--- src/hdl/qrs_sqrt_cell.sv ---
// One cell of the digit-by-digit square root chain: one root bit per cell.
// Standalone; no package needed.
module qrs_sqrt_cell #(
	parameter int unsigned PAIRS = 33,
	parameter int unsigned SW    = 41
) (
	input  logic                 clk,
	input  logic                 arst_n,
	input  logic                 en,
	input  logic                 v_in,
	input  logic [2*PAIRS-1:0]   rad_in,
	input  logic [PAIRS+1:0]     rem_in,
	input  logic [PAIRS-1:0]     root_in,
	input  logic [SW-1:0]        side_in,
	output logic                 v_s1,
	output logic [2*PAIRS-1:0]   rad_s1,
	output logic [PAIRS+1:0]     rem_s1,
	output logic [PAIRS-1:0]     root_s1,
	output logic [SW-1:0]        side_s1
);
	localparam int unsigned RW = 2 * PAIRS;
	localparam int unsigned TW = PAIRS + 4;

	logic [TW-1:0] rem_sh;
	logic [TW-1:0] trial;
	logic [TW-1:0] diff;
	logic          ge;

	// bring down the next radicand pair, try 4*root+1
	assign rem_sh = {rem_in, rad_in[RW-1 -: 2]};
	assign trial  = TW'({root_in, 2'b01});
	assign ge     = (rem_sh >= trial);
	assign diff   = rem_sh - trial;

	always_ff @(posedge clk or negedge arst_n) begin
		if (!arst_n) begin
			v_s1 <= 1'b0;
		end else if (en) begin
			v_s1 <= v_in;
		end
	end

	always_ff @(posedge clk) begin
		if (en) begin
			rad_s1  <= {rad_in[RW-3:0], 2'b00};
			rem_s1  <= ge ? diff[PAIRS+1:0] : rem_sh[PAIRS+1:0];
			root_s1 <= {root_in[PAIRS-2:0], ge};
			side_s1 <= side_in;
		end
	end

endmodule

--- config.mk ---
export PLATFORM = sky130hd
export DESIGN_NAME = qrs_sqrt_cell
export DESIGN_NICKNAME = d
export VERILOG_FILES = /design/src/hdl/qrs_sqrt_cell.sv
export SDC_FILE = /design/constraint.sdc
export NUM_CORES = 1
export LEC_CHECK = 0
export ABC_CLOCK_PERIOD_IN_PS = 1200
export BUFFER_PORTS_ARGS = -buffer_cell sky130_fd_sc_hd__buf_2
export CAP_MARGIN = 20
export CORE_MARGIN = 4
export CORE_UTILIZATION = 35
export CTS_BUF_LIST = sky130_fd_sc_hd__clkbuf_8 sky130_fd_sc_hd__clkbuf_16
export DETAILED_ROUTE_END_ITERATION = 7
export PLACE_DENSITY = 0.64
export SYNTH_ARGS = -nofsm -noshare
export SYNTH_HDL_FRONTEND = slang
export SYNTH_SLANG_ARGS = --single-unit
--- constraint.sdc ---
create_clock -name clk -period 1.2 [get_ports clk]
set_input_delay 0.12 -clock clk [delete_from_list [all_inputs] [get_ports clk]]
set_output_delay 0.12 -clock clk [all_outputs]
set_load 0.1 [all_outputs]
**Yosys cells after proc, flatten, opt, wreduce, memory -nomap -nowiden**

Cells that the tools add are included.

- Add/subtract/negate cells: 1
- Mux-type cells: 1
- Magnitude comparators: 1

Operators by type and width:

| operator | number |
|---|---|
| greater-or-equal comparator 37 x 35 -> 1 bit | 1 |
| two-way mux 35 bit | 1 |
| subtractor 35 bit | 1 |

- Bits in registers: 174
- Logic and storage cells: 8

**Longest topological paths before layout**

- Word-level depth: 2
- Depth in mapped cells: 13
- Gate-level depth less buffers: 10

**Least setup slack after synthesis**

OpenSTA, ideal clock, no wires.

- Path kind: in2reg
- From: input root_in[4]
- To: register rem_s1[10], data pin
- Setup slack: -1.503 ns
- Arrival: 2.442 ns
- Required time: 0.940 ns
- Cell stages on the path: 12
- Cell sequence: inv_1 -> ha_1 -> o21a_1 -> o211ai_2 -> a311oi_1 -> nor4_2 -> a2111oi_2 -> o21a_2 -> o211a_1 -> buf_6 -> buf_12 -> mux2_4

- Word-level cells in the longest chain between the ends: 2

Ends and longest elaborated chain:

| element | RTL line | source |
|---|---|---|
| start, declared | 13 | `input logic [PAIRS-1:0] root_in,` |
| subtractor 35 bit / greater-or-equal comparator 37 x 35 -> 1 bit (equally long branches) | 33, 32 |  |
| two-way mux 35 bit * | 46 | `rem_s1 <= ge ? diff[PAIRS+1:0] : rem_sh[PAIRS+1:0];` |
| end signal, assigned | 46 |  |
| end, declared | 17 | `output logic [PAIRS+1:0] rem_s1,` |

Mark *: on every way between the ends. The rest lies on a longest branch, timed or not.
A chain may end at the register's enable or synchronous reset.

**Worst setup path after layout**

- From: input root_in[0]
- To: register rem_s1[6], data pin

The elaborated chain is that of the path after synthesis.

==> results.cfg <==
[critical_path]
highest_cell_delay_on_the_worst_timing_path_ns = 0.33
timing.critical_path.arrival_ns = 2.45
critical_path.max_fanout = 13
worst-setup-path-type = in2reg
critPathTopFamily = compound AO/OA/AOI/OAI gates
crit_path_start_kind = primary input
cp-end-kind = register
regToRegSetupSlack_ns = 0.41
timing.critical_path.buf_inv = 3
crit_path_top_delay_cell = sky130_fd_sc_hd__a2111oi_4
critPathRequiredTime_ns = 1.38
cp_common_cell = sky130_fd_sc_hd__buf_12
crit_chain = buf_12, inv_12, ha_4, o21a_1, o211ai_2, a311oi_2, nor4_4, a2111oi_4, o21a_2, o211a_4, buf_12, mux2_4

[synth]
synthArstFlopShare_pct = 0.575
synth-edff-count = 173
syn-instance-count = 531
yosys_warnings = 0
synth.avg_cell_area_um2 = 14.9
netlist-cell-type-count = 58
ys_seq_area_share_pct = 66.1
synth.cell_area_um2 = 7890
yosys_register_bits = 174
dominantRegCellSynth = sky130_fd_sc_hd__edfxtp_1

[global_route]
grt_pass1_vias = 7419
globalRouteOverflowTotal = 0
grt_use_total_pct = 21.5
grt_first_pass_wirelength_um = 41100
grt_max_degree = 43
grt_antenna_before_repair = 2

[clock_tree]
cts_max_path_buffers = 2
cts.root.buffer_cell = sky130_fd_sc_hd__clkbuf_16
number_of_clock_sinks_seen_by_cts = 174
ctsHtreeMaxLevel = 4
clk-insertion-delay-late_ns = 0.42
cts-buffers-inserted = 17
cts_tree = built
clk_pin_slew_ns = 0.07

[floorplanning]
die_width_um = 158
io_pins = 355
dieArea_um2 = 25000
floorplan.initialDensity_pct = 35.8
die_h_um = 158
core-area_um2 = 22000
placementRows = 54

[routing]
detail_route.wl_per_cell_um = 20.4
firstDrtPassIters = 4
routed_wirelength_um = 29800
via_count = 7048
routed_via_density = 4.82
first_iter_violations = 334
drtAntennaViolNets = 0
route.detailed.drc = 0

[worst_hold_path]
holdCritPathClass = in2reg

[final_layout]
area_growth_syn_to_layout_pct = 90.5
post_route_cells_drive_above_1_share_pct = 50.6
multi_input_area_um2 = 2690
final_nets = 1382
finalCoreUtilization_pct = 68.3
seq_area_um2 = 5220
fillCellCount = 1486

[placement]
half_perimeter_wire_length_of_the_detailed_placement_result_um = 18900
count_of_input_and_output_buffers = 352
globalplace.congestion = 0.815

[timing]
fmax_ghz = 0.439
timing.clock.skew_ns = 0
setup_viol = 43
final-hold-violation-count = 0
hold_slack_ns = 0.0200
finalMaxSlewViolations = 0
period_share_pct = 190
fin_crit_ns = 2.28
post-route-worst-setup-slack_ns = -1.08
unrepaired_setup_endpoints_after_global_routing = yes

[flow_run]
max_cap_viol_count = 0

[pwr]
vdd_ir_drop_max_v = 0.00100
power_per_cell_area_nw_per_um2 = 1530
cellLeakagePower_nw = 6.72

[run_status]
violations = negative setup slack
run_status = complete, but fails checks
==> sequential cells by signal (all words and copies together) (netlist names) <==
register,cells
side_s1,41
rad_s1,64
v_s1,1
rem_s1,35
root_s1,33
==> worst paths after layout <==
check	startpoint	endpoint	cells past startpoint
worst max-delay path	root_in[0]	rem_s1[6]	12
worst min-delay path	rem_in[25]	rem_s1[27]	2
worst max register to register	v_s1	v_s1	1
worst min register to register	v_s1	v_s1	1
max in group asynchronous	arst_n	v_s1	2
min in group asynchronous	arst_n	v_s1	2
==> cell usage in the layout, fill, tap and decap left out, types with 3 or more instances in the layout <==
| cell | count |
|---|---|
| sky130_fd_sc_hd__dlygate4sd3_1 | 146 |
| sky130_fd_sc_hd__o21bai_1 | 3 |
| sky130_fd_sc_hd__buf_12 | 73 |
| sky130_fd_sc_hd__o21a_1 | 3 |
| sky130_fd_sc_hd__inv_8 | 6 |
| sky130_fd_sc_hd__ha_1 | 25 |
| sky130_fd_sc_hd__inv_12 | 3 |
| sky130_fd_sc_hd__nand4_1 | 8 |
| sky130_fd_sc_hd__buf_6 | 94 |
| sky130_fd_sc_hd__clkbuf_16 | 18 |
| sky130_fd_sc_hd__xor2_1 | 14 |
| sky130_fd_sc_hd__buf_4 | 142 |
| sky130_fd_sc_hd__xnor2_1 | 18 |
| sky130_fd_sc_hd__inv_6 | 4 |
| sky130_fd_sc_hd__o221ai_2 | 4 |
| sky130_fd_sc_hd__nor2_1 | 22 |
| sky130_fd_sc_hd__mux2_4 | 31 |
| sky130_fd_sc_hd__a21oi_2 | 3 |
| sky130_fd_sc_hd__buf_2 | 175 |
| sky130_fd_sc_hd__a31o_2 | 3 |
| sky130_fd_sc_hd__o21ai_0 | 10 |
| sky130_fd_sc_hd__ha_4 | 9 |
| sky130_fd_sc_hd__nand2_1 | 25 |
| sky130_fd_sc_hd__nand3_1 | 9 |
| sky130_fd_sc_hd__mux2i_1 | 3 |
| sky130_fd_sc_hd__nor2b_1 | 3 |
| sky130_fd_sc_hd__a21oi_1 | 27 |
| sky130_fd_sc_hd__a21o_1 | 26 |
| sky130_fd_sc_hd__buf_8 | 4 |
| sky130_fd_sc_hd__o21ai_1 | 3 |
| sky130_fd_sc_hd__inv_1 | 38 |
| sky130_fd_sc_hd__and3_1 | 3 |
| sky130_fd_sc_hd__edfxtp_1 | 173 |
==> metrics by stage <==
step                      setup TNS (ns)  power [W]  instance area, µm²  std cells  worst slack [ns]
after global placement            -57.02     0.0164               12000       1272             -1.61
after CTS                         -37.06     0.0227               14500       1453             -1.09
after floorplan                   -44.16     0.0135                8080        532             -1.29
after detailed placement          -58.79     0.0164               12000       1272             -1.66
final                             -37.14     0.0231               15000       1463             -1.08
after global routing              -41.19     0.0239               15000       1463             -1.15
==> synthesized netlist by cell type, drive strengths merged (2+ instances only) <==
| cell type | number | share of area [%] |
|---|---|---|
| nor4 | 3 | 0.32 |
| a21oi | 30 | 1.9 |
| o31a | 2 | 0.22 |
| a21o | 26 | 2.5 |
| clkbuf | 10 | 0.48 |
| a31o | 4 | 0.44 |
| o21ai | 13 | 0.82 |
| xnor2 | 19 | 2.1 |
| and3 | 4 | 0.32 |
| xor2 | 14 | 1.6 |
| nor2 | 22 | 1.0 |
| nor3 | 2 | 0.13 |
| nand3 | 9 | 0.57 |
| nand2b | 2 | 0.16 |
| a211oi | 2 | 0.19 |
| mux2i | 3 | 0.38 |
| a311oi | 2 | 0.22 |
| a31oi | 2 | 0.16 |
| o21bai | 3 | 0.29 |
| ha | 35 | 5.5 |
| nand2 | 25 | 1.2 |
| o211ai | 3 | 0.41 |
| or4 | 2 | 0.19 |
| a2111oi | 2 | 0.38 |
| or3 | 2 | 0.16 |
| buf | 8 | 1.2 |
| nand4 | 8 | 0.63 |
| nor2b | 4 | 0.32 |
| edfxtp | 173 | 66 |
| mux2 | 32 | 5.8 |
| o21a | 4 | 0.40 |
| o221ai | 4 | 0.44 |
| inv | 41 | 1.9 |
| or2 | 2 | 0.16 |
==> final cells by class <==
type	count	area share, %
well taps	280	2.33
multi-input cells	299	17.9
flip-flops and latches	174	34.7
diodes	2	0.0333
clock buffers	17	2.83
clock inverters	15	1.09
inverters	41	1.19
repair buffers	635	39.9
==> power breakdown <==
part           switching (W)  internal (W)  total [W]
logic                0.00603       0.00357    0.00960
clock network        0.00280       0.00283    0.00563
registers           0.000416       0.00743    0.00784
total                0.00925        0.0138     0.0231
==> what timing repair did <==
item,4_1_cts,5_1_grt
endpoints found under the hold margin,146,0
hold buffers,146,0
gates cloned,0,1
pin swaps,3,10
setup buffers,3,8
gates resized for setup,146,100
endpoints found under the setup margin,148,145
==> kinds of logic (layout without fill, tap and decap cells) <==
group / Yosys count / in the layout / share of synthesized area (%)
AO/OA/AOI/OAI: 107 / 107 / 9.48
XOR/XNOR: 33 / 33 / 3.66
adder cells (fa/ha/maj): 35 / 35 / 5.55
buffers and inverters: 59 / 708 / 3.63
flip-flops: 174 / 174 / 66.1
multiplexers: 35 / 35 / 6.13
other: 1 / 4 / 0.0475
AND/OR/NAND/NOR: 87 / 87 / 5.37
==> routing by layer <==
layer | track usage, % | up-vias | part of all wire, %
li1 | - | 3283 | -
met1 | 22.9 | 3428 | 36
met2 | 39.7 | 269 | 54
met3 | 5.80 | 68 | 6.8
met4 | 9.22 | 0 | 3.5
met5 | 0 | - | 0
(Power assumes the default switching activity.)
