==> src/hdl/qrs_div_cell.sv <==
// One cell of the restoring divider chain: one quotient bit per cell.
// Standalone; no package needed.
module qrs_div_cell #(
	parameter int unsigned NW  = 34,
	parameter int unsigned DVW = 17,
	parameter int unsigned SW  = 3
) (
	input  logic             clk,
	input  logic             arst_n,
	input  logic             en,
	input  logic             v_in,
	input  logic [NW-1:0]    num_in,
	input  logic [NW-1:0]    quo_in,
	input  logic [DVW-1:0]   rem_in,
	input  logic [DVW-1:0]   dv_in,
	input  logic [SW-1:0]    side_in,
	output logic             v_s1,
	output logic [NW-1:0]    num_s1,
	output logic [NW-1:0]    quo_s1,
	output logic [DVW-1:0]   rem_s1,
	output logic [DVW-1:0]   dv_s1,
	output logic [SW-1:0]    side_s1
);
	logic [DVW:0] rs;
	logic [DVW:0] diff;
	logic         ge;

	assign rs   = {rem_in, num_in[NW-1]};
	assign ge   = (rs >= {1'b0, dv_in});
	assign diff = rs - {1'b0, dv_in};

	always_ff @(posedge clk or negedge arst_n) begin
		if (!arst_n) begin
			v_s1 <= 1'b0;
		end else if (en) begin
			v_s1 <= v_in;
		end
	end

	always_ff @(posedge clk) begin
		if (en) begin
			num_s1  <= {num_in[NW-2:0], 1'b0};
			quo_s1  <= {quo_in[NW-2:0], ge};
			rem_s1  <= ge ? diff[DVW-1:0] : rs[DVW-1:0];
			dv_s1   <= dv_in;
			side_s1 <= side_in;
		end
	end

endmodule

==> config.mk <==
export PLATFORM = sky130hd
export DESIGN_NAME = qrs_div_cell
export DESIGN_NICKNAME = d
export VERILOG_FILES = /design/src/hdl/qrs_div_cell.sv
export SDC_FILE = /design/constraint.sdc
export NUM_CORES = 1
export LEC_CHECK = 0
export BUFFER_PORTS_ARGS = -buffer_cell sky130_fd_sc_hd__clkbuf_2
export CAP_MARGIN = 20
export CORE_ASPECT_RATIO = 0.5
export CORE_MARGIN = 2
export CORE_UTILIZATION = 41
export CTS_CLUSTER_SIZE = 25
export DETAILED_ROUTE_END_ITERATION = 7
export PLACE_DENSITY = 0.85
export SYNTH_ARGS = -nofsm -noshare
export SYNTH_HDL_FRONTEND = slang
export SYNTH_SLANG_ARGS = --single-unit
==> constraint.sdc <==
create_clock -name clk -period 0.8 [get_ports clk]
set_input_delay 0.16 -clock clk [delete_from_list [all_inputs] [get_ports clk]]
set_output_delay 0.16 -clock clk [all_outputs]
set_load 0.02 [all_outputs]
* After elaboration in Yosys (flattened, before gate mapping) *
Cells that the tools add are included.

word-level totals
  bits in read-only memories = 0
  output and inout port bits = 106
  latch bits = 0
  memories kept = 0
  input port bits = 109
  bits in writable memories = 0
  register bits after elaboration = 105

operators by class
  reductions and logical operators = 0
  shift operators = 0
  equality and inequality tests = 0
  magnitude comparators = 1
  bitwise logic cells = 0
  multiplexer cells = 1
  div/mod/pow operators = 0
  multiply operators = 0
  add/sub/neg operators = 1

operator list
  kind                                          number
  greater-or-equal comparator 18 x 17 -> 1 bit  1
  2-to-1 mux 17 bit                             1
  subtractor 17 bit                             1

* Longest topological paths before layout *
Gate-level depths: netlist of the first run.

  word-level depth = 2
  depth in mapped cells = 12
  mapped depth without buffers = 11

* Worst setup path after synthesis of the first run *
OpenSTA, ideal clock, no wires.

  path kind = input to register
  from = input num_in[33]
  to = register rem_s1[10] (data pin)
  stages on the path = 12
  data required time = 540 ps
  arrival = 2008 ps
  setup slack = -1468 ps
  setup time = 260 ps
  cell sequence = inv_1 ha_1 inv_1 fa_1 a21oi_1 or3_4 a21oi_4 o21bai_4 and2_4 buf_12 inv_12 mux2_4

between the ends
  cells in the longest elaborated chain, start to end = 2
  elaborated cells between the ends (all ways) = 3
  those cells by class = 1 x add/sub; 1 x order compare; 1 x mux

ends and longest elaborated chain
  element                                       RTL line  text
  start: declaration                            12        input logic [NW-1:0] num_in,
  greater-or-equal comparator 18 x 17 -> 1 bit  29        assign ge = (rs >= {1'b0, dv_in});
  via ge                                        26        logic ge;
  2-to-1 mux 17 bit                             44        rem_s1 <= ge ? diff[DVW-1:0] : rs[DVW-1:0];
  end signal: assignment                        44
  end: declaration                              20        output logic [DVW-1:0] rem_s1,

The timed path passes the listed nets, and every way through them passes these cells.
A chain may end at the register's enable or synchronous reset.

* Final worst setup path of the first run *
  from = input dv_in[2]
  to = register rem_s1[8] (data pin)

between the ends
  cells in the longest elaborated chain, start to end = 2
  elaborated cells between the ends (all ways) = 3
  those cells by class = 1 x add/sub; 1 x order compare; 1 x mux

ends and longest elaborated chain
  element                                                                            RTL line  text
  start: declaration                                                                 15        input logic [DVW-1:0] dv_in,
  subtractor 17 bit or greater-or-equal comparator 18 x 17 -> 1 bit (tied branches)  30, 29
  2-to-1 mux 17 bit (*)                                                              44

Mark *: on every way between the ends. The rest lies on a longest branch, timed or not.

==> impl_results.md, run 1 <==
* Run status: finished, violations left
* Failing checks: hold timing, setup timing
* First-pass GRT wire length at 22.6 mm
* Pre-antenna DRT Iters at 5
* XOR/XNOR Fraction of Synth Area at 2.21%
* Tcrit/Tclk final at 247%
* Share of the synthesized area in the top cell type at 71.7%
* Largest net degree at the start of global routing at 57
* Multiplexer share of the synthesized area at 3.94%
* Number of max-cap violations at 0
* RD Place Congestion at 0.835
* Post-synth EDFFs at 104
* Power per cell area at 1970 nW/um^2
* IO Pins at 215
* Final WS setup at -1.18 ns
* Most frequent cell after synthesis: edfxtp_1
* FF-to-FF setup slack at -0.02 ns
* Register Area at 3150 sq um
* Largest family of logic cells by synthesized area: compound AO/OA/AOI/OAI gates
* Max FO, Critical Path at 5
* DR iter-0 viols at 374
* Register area share after synthesis at 72.3%
* Starting Density at 42.3%
* Switching Power at 4.50 mW
* Critical path capture point type: flip-flop
* Final Util at 77.7%
* Area leader, netlist: edfxtp_1
* Slew Limit Fails at 0
* Hold Crit Class: primary input to flip-flop
* Initial antenna violation count at 0
* Drt via density at 5.31
* Clock root cell: clkbuf_16
* HPWL Detailed at 8.96 mm
* Sequential share of power at 44.0%
* Routed Antenna Nets at 0
* ANT cells at 0
* Clk_lat worst skew at 0.36 ns
* Die width at 150 um
* Library cells used by synthesis at 49
* Min Hold Slack at -0.00135 ns
* Clock power share at 29.3%
* Clk_skew at 0 ns
* GRT Total Usage at 26.5%
* Clk sinks at 105
* #FFs+latches synth at 105
* Number of global-route vias before repair at 4229
* WS Path Type: primary input to flip-flop
* Mapped cell area at 4350 sq um
* Mapped Avg Cell Area at 16.7 sq um
* Nets@finish at 759
* Post-synth top cells: edfxtp_1, inv_1, ha_1, a21oi_1, mux2_4
* H-tree depth at 3
* Post-Syn Nets at 387
* DRC viols at 0
* Die Y-Extent at 76.9 um
* Vias at 4126
* Share of layout cells above drive strength 1 at 54.0%
* Max IR drop VDD at 1.29 mV
* Row count at 26
* Synth Instances at 260
* Comb pwr share at 26.7%
* Yosys warns at 0
* Worst Path Required at 0.91 ns
* Compound-cell area share of the yosys netlist at 8.11%
* Final WL at 17.6 mm
* Dpl cells at 677
* Core area at 10300 sq um
* Number of CTS-inserted buffers at 9
* Worst setup SP type: primary input
* Port Buffers at 212
* Hold Violations, Final at 1
* Routed len/inst at 22.6 um
* Synth async-reset ratio at 0.952%
* Switch share at 28.6%
* Post-Synth Adder-Cell Area at 5.35%
* CTS clk-pin slew, worst paths at 0.08 ns
* Prevailing post-synth register cell: edfxtp_1
* Top cells by area, synth: edfxtp_1, ha_1, mux2_4, inv_1, xnor2_1
* Synthesis-to-finish area growth at 83.4%
* CTS tree: built
* Clock Path Buffers at 2
* Fillcell total at 528
* Total die area at 11500 sq um
* Final cell count without fillers at 777
* Area of the multi-input gates at 1250 sq um
* Grt total ovfl at 0
* Final TNS setup at -47.92 ns
* Tmin final at 1.98 ns
* Internal power at 11.3 mW
* RSZ-0062 raised after global routing: true
* Leakage at 3.52 nW
* CP arrival at 2.09 ns
* Count of final setup violators at 124
* Simple-Gate Fraction of Synth Area at 5.09%
* Fmax at 505 MHz
[path summary, 6_finish.rpt]
check                      startpoint   endpoint  cells after the start
max                          dv_in[2]  rem_s1[8]                     10
min                         dv_in[16]  dv_s1[16]                      1
max reg2reg                      v_s1       v_s1                      1
min reg2reg                      v_s1       v_s1                      1
max in group asynchronous      arst_n       v_s1                      2
min in group asynchronous      arst_n       v_s1                      2
[what timing repair did]
item / 4_1_cts / 5_1_grt
hold buffers: 79 / 1
setup buffers: 2 / 2
pin swaps: 4 / 6
cloned: 1 / 0
resized for setup: 17 / 294
endpoints found under the hold margin: 79 / 1
endpoints found under the setup margin: 123 / 123
[registers in the layout, summed over array words and instances, names as in the netlist]
name / cells
dv_s1: 17
quo_s1: 34
num_s1: 33
rem_s1: 17
v_s1: 1
side_s1: 3
[cell usage in the layout, fill, tap and decap left out, types with 8 or more instances in the layout]
cell type / instances
buf_4: 68
ha_1: 10
xnor2_1: 8
buf_6: 87
buf_2: 13
clkbuf_16: 10
clkbuf_2: 110
inv_1: 19
nand2_1: 8
a21oi_1: 10
edfxtp_1: 104
mux2_4: 10
dlygate4sd3_1: 80
[layer usage]
layer  wire [um]  global-route usage [%]
met1        6250                    27.5
met3        1350                    8.04
met5           0                       0
met4        1030                    14.4
met2        8970                    48.1
[metrics by stage]
stage,power [mW],area [sq um],setup slack (ns)
after detailed placement,9.89,6130,-1.56
after CTS,14.7,7360,-1.04
after global routing,16.2,7980,-1.23
after floorplan,8.44,4380,-1.42
final,15.8,7980,-1.18
after global placement,9.77,6130,-1.50
[cells by family after synthesis]
kind of cell    count (synthesis)
mux                            12
simple gates                   41
fa+ha+maj                      18
other cells                     1
compound gates                 47
flops                         105
buf+inv                        25
xor+xnor                       11
[cell type report]
| class | instances | area share (%) |
|---|---|---|
| Clock buffer | 9 | 2.82 |
| Timing Repair inverter | 1 | 0.110 |
| Timing Repair Buffer | 362 | 37.5 |
| Sequential cell | 105 | 39.5 |
| Tap cell | 140 | 2.19 |
| Inverter | 23 | 1.33 |
| Clock inverter | 7 | 0.972 |
| Multi-Input combinational cell | 130 | 15.6 |
[worst max-delay path: stages]
cell	delay [ns]
clkbuf_2	0.10
inv_1	0.05
ha_1	0.37
buf_4	0.16
nand2_1	0.08
nor4_4	0.38
a21oi_2	0.14
and2_4	0.22
inv_6	0.11
mux2_4	0.31
[power by group through the flow]
stage | Clock [mW] | Sequential [mW] | Combinational [mW]
2_1_floorplan | 0 | 7.56 | 0.885
3_3_place_gp | 0 | 6.88 | 2.88
3_5_place_dp | 0 | 6.91 | 2.98
4_1_cts | 4.55 | 6.79 | 3.41
5_1_grt | 4.86 | 6.97 | 4.36
6_report | 4.62 | 6.94 | 4.20
Power figures use the tool's default switching activity.
==> run 2: changes to the inputs <==
MAX_ROUTING_LAYER = met4   (was not set)
==> run 2 against run 1 <==
  * The flow finishes with violations (setup timing)
  * Via count decreased by 1.6%
  * Largest cell class unchanged
  * Die area unchanged
  * Clock power increased by 4.8%
  * Critical path type unchanged
  * Cell area decreased by 1.6%
  * Highest routed layer unchanged
  * Hold slack improved by 0.0073 ns
  * Routed wire length decreased by 4.0%
  * Non-clock buffer count decreased by 6
  * Critical endpoint is now rem_s1[5]
  * Worst setup slack got worse by 0.019 ns
  * Sequential power about the same
==> impl_results.md, run 2 (same netlist as run 1, synthesis figures left out) <==
* Dpl cells at 678 (+0.15%)
* Pre-antenna DRT Iters at 7 (+2)
* Worst Path Required at 0.90 ns (about the same)
* CP arrival at 2.10 ns (about the same)
* Synthesis-to-finish area growth at 80.4%
* Worst setup SP type: primary input
* Clock root cell: clkbuf_16
* Critical Path Max Stage Delay at 0.36 ns (-0.02 ns)
* Fillcell total at 541 (+2.5%)
* Hold Violations, Final at 0 (-1)
* Count of final setup violators at 123 (-0.81%)
* Total die area at 11500 sq um (unchanged)
* Clk sinks at 105 (unchanged)
* Starting Density at 42.3% (unchanged)
* Most common cell after layout, fill and taps aside: clkbuf_2
* Max reg flops at 34 (unchanged)
* Final WL at 16.9 mm (-4.0%)
* Slowest-stage cell, CP: or3_4
* Share of layout cells above drive strength 1 at 55.8% (+1.8 points)
* Initial antenna violation count at 0 (unchanged)
* Final cell count without fillers at 771 (-0.77%)
* Final WS setup at -1.20 ns (-0.0191 ns)
* DRC viols at 0 (unchanged)
* Sequential share of power at 43.7% (-0.3 points)
* Tmin final at 2.00 ns (+0.0191 ns)
* Critical path capture point type: flip-flop
* RSZ-0062 raised after global routing: true
* Port Buffers at 212 (unchanged)
* Slew Limit Fails at 0 (unchanged)
* Hold Crit Class: primary input to flip-flop
* Top flop regs: quo_s1 (34), num_s1 (33)
* Clk_lat worst skew at 0.35 ns (about the same)
* WS Path Type: primary input to flip-flop
* Comb pwr share at 25.8% (-0.9 points)
* Max FO, Critical Path at 5 (unchanged)
* Run status: finished, violations left
* Core area at 10300 sq um (unchanged)
* Die width at 150 um (unchanged)
* Nets@finish at 753 (-0.79%)
* DR iter-0 viols at 377 (+0.80%)
* Internal power at 11.5 mW (+2.1%)
* CTS clk-pin slew, worst paths at 0.07 ns (about the same)
* Clock Path Buffers at 2 (unchanged)
* RD Place Congestion at 0.859 (+2.9%)
* Commonest non-fill, non-tap cells in the layout: clkbuf_2, edfxtp_1, buf_6
* CTS tree: built
* Grt total ovfl at 0 (unchanged)
* Power per cell area at 2020 nW/um^2 (+2.2%)
* Row count at 26 (unchanged)
* First-pass GRT wire length at 21.4 mm (-5.3%)
* HPWL Detailed at 8.81 mm (-1.6%)
* Clock power share at 30.6% (+1.3 points)
* GRT Total Usage at 25.8% (-0.75 points)
* Clk_skew at 0 ns (unchanged)
* Pre-CTS setup slack at -1.55 ns (+0.00520 ns)
* Number of max-cap violations at 0 (unchanged)
* Number of global-route vias before repair at 3913 (-7.5%)
* Fmax at 500 MHz (-0.96%)
* Switch share at 27.5% (-1.1 points)
* Max IR drop VDD at 1.18 mV (-8.1%)
* H-tree depth at 3 (unchanged)
* IO Pins at 215 (unchanged)
* Drt via density at 5.27 (-0.79%)
* Number of CTS-inserted buffers at 9 (unchanged)
* Leakage at 3.48 nW (-1.3%)
* ANT cells at 0 (unchanged)
* Routed len/inst at 21.9 um (-3.3%)
* Most flop-heavy register: quo_s1
* Min Hold Slack at 0.00596 ns (+0.00732 ns)
* Die Y-Extent at 76.9 um (unchanged)
* Failing checks: setup timing
* Tcrit/Tclk final at 250% (+2.4 points)
* Largest net degree at the start of global routing at 57 (unchanged)
* Switching Power at 4.35 mW (-3.3%)
* Routed Antenna Nets at 0 (unchanged)
* Vias at 4062 (-1.6%)
* Worst path cell trace: clkbuf_16, clkinv_8, ha_4, inv_4, fa_2, a21oi_2, or3_4, a21oi_4, o21bai_4, and2_4, inv_6, mux2_4
[run 2: critical path: cells and delay by family]
kind	cells	cell delay, ns
AND/OR/NAND/NOR	2	0.59
adder cells (fa/ha/maj)	2	0.37
AO/OA/AOI/OAI	3	0.34
buffers and inverters	4	0.31
multiplexers	1	0.31
[run 2: final cells by class]
cell class,instances,area [sq um],area share (%)
clock inverters,6,88.8,1.13
clock buffers,10,229,2.92
flip-flops and latches,105,3150,40.1
multi-input cells,130,1240,15.8
well taps,140,175,2.23
repair inverters,1,8.76,0.112
repair buffers,356,2850,36.2
inverters,23,114,1.45
[run 2: metal layers]
layer | vias to the layer above | wire, um | global-route usage [%]
li1 | 1725 | - | -
met1 | 1985 | 5990 | 28.0
met2 | 278 | 8900 | 46.5
met3 | 74 | 1170 | 5.06
met4 | 0 | 824 | 10.6
met5 | - | 0 | -
[run 2: power by group through the flow]
stage / logic (mW) / registers, mW / clock network (mW)
floorplan: 0.885 / 7.56 / 0
global placement: 2.89 / 6.88 / 0
detailed placement: 2.97 / 6.91 / 0
CTS: 3.33 / 6.80 / 4.77
global route: 4.24 / 6.95 / 5.11
finish: 4.08 / 6.92 / 4.84
[run 2: worst paths after layout]
| path | slack [ns] | start | cells after the start | endpoint |
|---|---|---|---|---|
| hold / removal | 0.006 | dv_in[10] | 1 | dv_s1[10] |
| hold reg to reg | 0.55 | v_s1 | 1 | v_s1 |
| min in group asynchronous | 0.11 | arst_n | 2 | v_s1 |
| setup / recovery | -1.20 | num_in[33] | 12 | rem_s1[5] |
| setup reg to reg | 0.01 | v_s1 | 1 | v_s1 |
| max in group asynchronous | 0.58 | arst_n | 2 | v_s1 |
[run 2: metrics by stage]
step	TNS, ns	total power [mW]	util, %	cell area, sq um
2_1_floorplan	-23.16	8.44	-	4380
3_3_place_gp	-34.14	9.77	59.7	6140
3_5_place_dp	-36.42	9.89	59.7	6140
4_1_cts	-44.24	14.9	70.1	7210
5_1_grt	-51.12	16.3	76.4	7850
6_report	-47.45	15.8	76.4	7850
[run 2: timing repair]
item / in CTS / in global routing
setup buffers: 5 / 6
resized for setup: 12 / 273
setup endpoints to repair: 123 / 123
hold buffers: 63 / 4
gates cloned: 1 / 0
endpoints found under the hold margin: 63 / 4
pin swaps: 5 / 8
==> run 3: changes to the inputs <==
CELL_PAD_IN_SITES_DETAIL_PLACEMENT = 1   (was not set)
CELL_PAD_IN_SITES_GLOBAL_PLACEMENT = 1   (was not set)
CORE_UTILIZATION = 32   (was 41)
PLACE_DENSITY = 0.84   (was 0.85)
==> run 3 against run 2 <==
  * The flow still finishes with violations (setup timing)
  * Combinational power increased by 1%
  * Sequential power about the same
  * Sequential share of layout area down 0.52 points
  * Die area up 27%
  * Global-route usage fell by 5.1 points
  * Routed wire length down 2.2%
  * First-iteration DRC count decreased by 41%
  * Clock-buffer cell count unchanged
  * Critical path type unchanged
  * Largest cell class unchanged
==> impl_results.md, run 3 (same netlist as run 1, synthesis figures left out) <==
* DRC viols at 0 (unchanged)
* Slowest-stage cell, CP: a21boi_0
* Clk_lat worst skew at 0.34 ns (about the same)
* Slew Limit Fails at 0 (unchanged)
* GRT Total Usage at 20.7% (-5.1 points)
* Clock power share at 28.4% (-2.2 points)
* Max reg flops at 34 (unchanged)
* Max IR drop VDD at 1.35 mV (+14%)
* Register Area at 3150 sq um (unchanged)
* Critical Path Max Stage Delay at 0.41 ns (+0.05 ns)
* Worst path cell trace: clkbuf_16, inv_8, ha_4, inv_2, fa_2, a21oi_4, or3_4, nand2_1, a21boi_0, xnor2_1, mux2_4
* Number of CTS-inserted buffers at 9 (unchanged)
* Core area at 13400 sq um (+30%)
* HPWL Detailed at 9.81 mm (+11%)
* Most common cell after layout, fill and taps aside: clkbuf_2
* Switching Power at 4.43 mW (+1.9%)
* Starting Density at 32.5% (-9.9 points)
* Drt via density at 4.69 (-11%)
* RSZ-0062 raised after global routing: true
* Worst setup SP type: primary input
* Port Buffers at 212 (unchanged)
* Top flop regs: quo_s1 (34), num_s1 (33)
* Run status: finished, violations left
* Hold Violations, Final at 0 (unchanged)
* Hold Crit Class: primary input to flip-flop
* Sequential share of power at 44.8% (+1.1 points)
* CTS tree: built
* Leakage at 3.48 nW (about the same)
* Vias at 3770 (-7.2%)
* RD Place Congestion at 0.854 (-0.58%)
* WS Path Type: primary input to flip-flop
* Critical path capture point type: flip-flop
* Final WS setup at -1.16 ns (+0.0367 ns)
* Clk_skew at 0 ns (unchanged)
* Nets@finish at 750 (-0.40%)
* Comb pwr share at 26.8% (+1.0 points)
* Die width at 169 um (+13%)
* Count of final setup violators at 124 (+0.81%)
* Number of max-cap violations at 0 (unchanged)
* Routed len/inst at 20.5 um (-6.2%)
* Clock root cell: clkbuf_16
* H-tree depth at 3 (unchanged)
* Fmax at 510 MHz (+1.9%)
* Power per cell area at 1940 nW/um^2 (-4.0%)
* Internal power at 11.0 mW (-4.5%)
* Share of layout cells above drive strength 1 at 55.6% (-0.21 points)
* Tmin final at 1.96 ns (-0.0367 ns)
* Area of the multi-input gates at 1290 sq um (+3.6%)
* Worst Path Required at 0.89 ns (about the same)
* DR iter-0 viols at 221 (-41%)
* First-pass GRT wire length at 22.3 mm (+4.2%)
* Failing checks: setup timing
* Final WL at 16.5 mm (-2.2%)
* CTS clk-pin slew, worst paths at 0.08 ns (about the same)
* Area after DPL at 6110 sq um (-0.45%)
* Initial antenna violation count at 0 (unchanged)
* Final std cell area, no fill at 7960 sq um (+1.3%)
* Pre-antenna DRT Iters at 4 (-3)
* Grt total ovfl at 0 (unchanged)
* Synthesis-to-finish area growth at 82.8%
* ANT cells at 0 (unchanged)
* Clk sinks at 105 (unchanged)
* Largest net degree at the start of global routing at 61 (+7.0%)
* Max FO, Critical Path at 3 (-2)
* Commonest non-fill, non-tap cells in the layout: clkbuf_2, edfxtp_1, buf_6
* CP arrival at 2.05 ns (-0.05 ns)
* Clock Path Buffers at 2 (unchanged)
* Routed Antenna Nets at 0 (unchanged)
* Most flop-heavy register: quo_s1
* Die Y-Extent at 86.5 um (+13%)
* Total die area at 14600 sq um (+27%)
* Total power at 15.4 mW (-2.8%)
* Number of global-route vias before repair at 4058 (+3.7%)
* Row count at 30 (+15%)
* IO Pins at 215 (unchanged)
* Tcrit/Tclk final at 245% (-4.6 points)
* Switch share at 28.8% (+1.3 points)
* Fillcell total at 1329 (+150%)
## run 3: cell types whose count changed in the layout (fill, tap and decap cells not counted), moves of 4 or more
cell / previous run / this run
clkbuf_8: 0 / 4
buf_6: 77 / 82
buf_4: 73 / 64
dlygate4sd3_1: 67 / 73
buf_2: 24 / 18
## run 3: per-stage QoR
stage	setup TNS [ns]	utilization (%)	cells	setup WS [ns]	hold slack, ns
floorplan	-23.16	-	260	-1.42	-0.136
global placement	-36.84	45.6	706	-1.52	-0.0644
detailed placement	-39.71	45.6	706	-1.58	-0.0642
CTS	-45.43	54.6	801	-1.07	0.000953
global route	-49.55	59.4	804	-1.24	0.000613
finish	-45.29	59.4	804	-1.16	0.00872
## run 3: layer usage
layer	share of wire, %	global-route usage, %	vias up
li1	-	-	1724
met2	55	39.8	147
met1	37	22.0	1849
met3	4.1	3.33	50
met5	0	-	-
met4	3.8	6.66	0
## run 3: final timing paths
check | end | slack [ns] | from | cells past startpoint
worst max-delay path | rem_s1[10] | -1.16 | num_in[33] | 11
worst min-delay path | quo_s1[14] | 0.009 | quo_in[13] | 1
worst max register to register | v_s1 | -0.12 | v_s1 | 2
worst min register to register | v_s1 | 0.65 | v_s1 | 2
max in group asynchronous | v_s1 | 0.57 | arst_n | 2
min in group asynchronous | v_s1 | 0.13 | arst_n | 2
## run 3: power by group through the flow
stage	registers, mW	clock network (mW)	logic [mW]
finish	6.89	4.37	4.13
global route	6.93	4.66	4.34
CTS	6.80	4.48	3.43
detailed placement	6.92	0	2.96
global placement	6.89	0	2.87
floorplan	7.56	0	0.885
## run 3: what timing repair did
action / 4_1_cts / 5_1_grt
cloned: 1 / 0
gates resized for setup: 25 / 283
pin swaps: 3 / 12
hold buffers: 73 / 0
setup buffers: 5 / 4
endpoints found under the hold margin: 73 / 0
setup endpoints to repair: 123 / 124
## run 3: final cells by class
cell class                 count  area share (%)
sequential                   105            39.6
timing repair inverter         1           0.110
tap                          176            2.77
clock inverter                 6           0.708
multi-input combinational    130            16.2
timing repair buffer         353            36.5
clock buffer                  10            2.88
inverter                      23            1.34
## run 3: worst max-delay path: cells and delay by family
family,cells,cell delay (ns)
mux,1,0.26
buf+inv,3,0.20
compound gates,2,0.56
xor+xnor,1,0.13
simple gates,2,0.26
fa+ha+maj,2,0.47
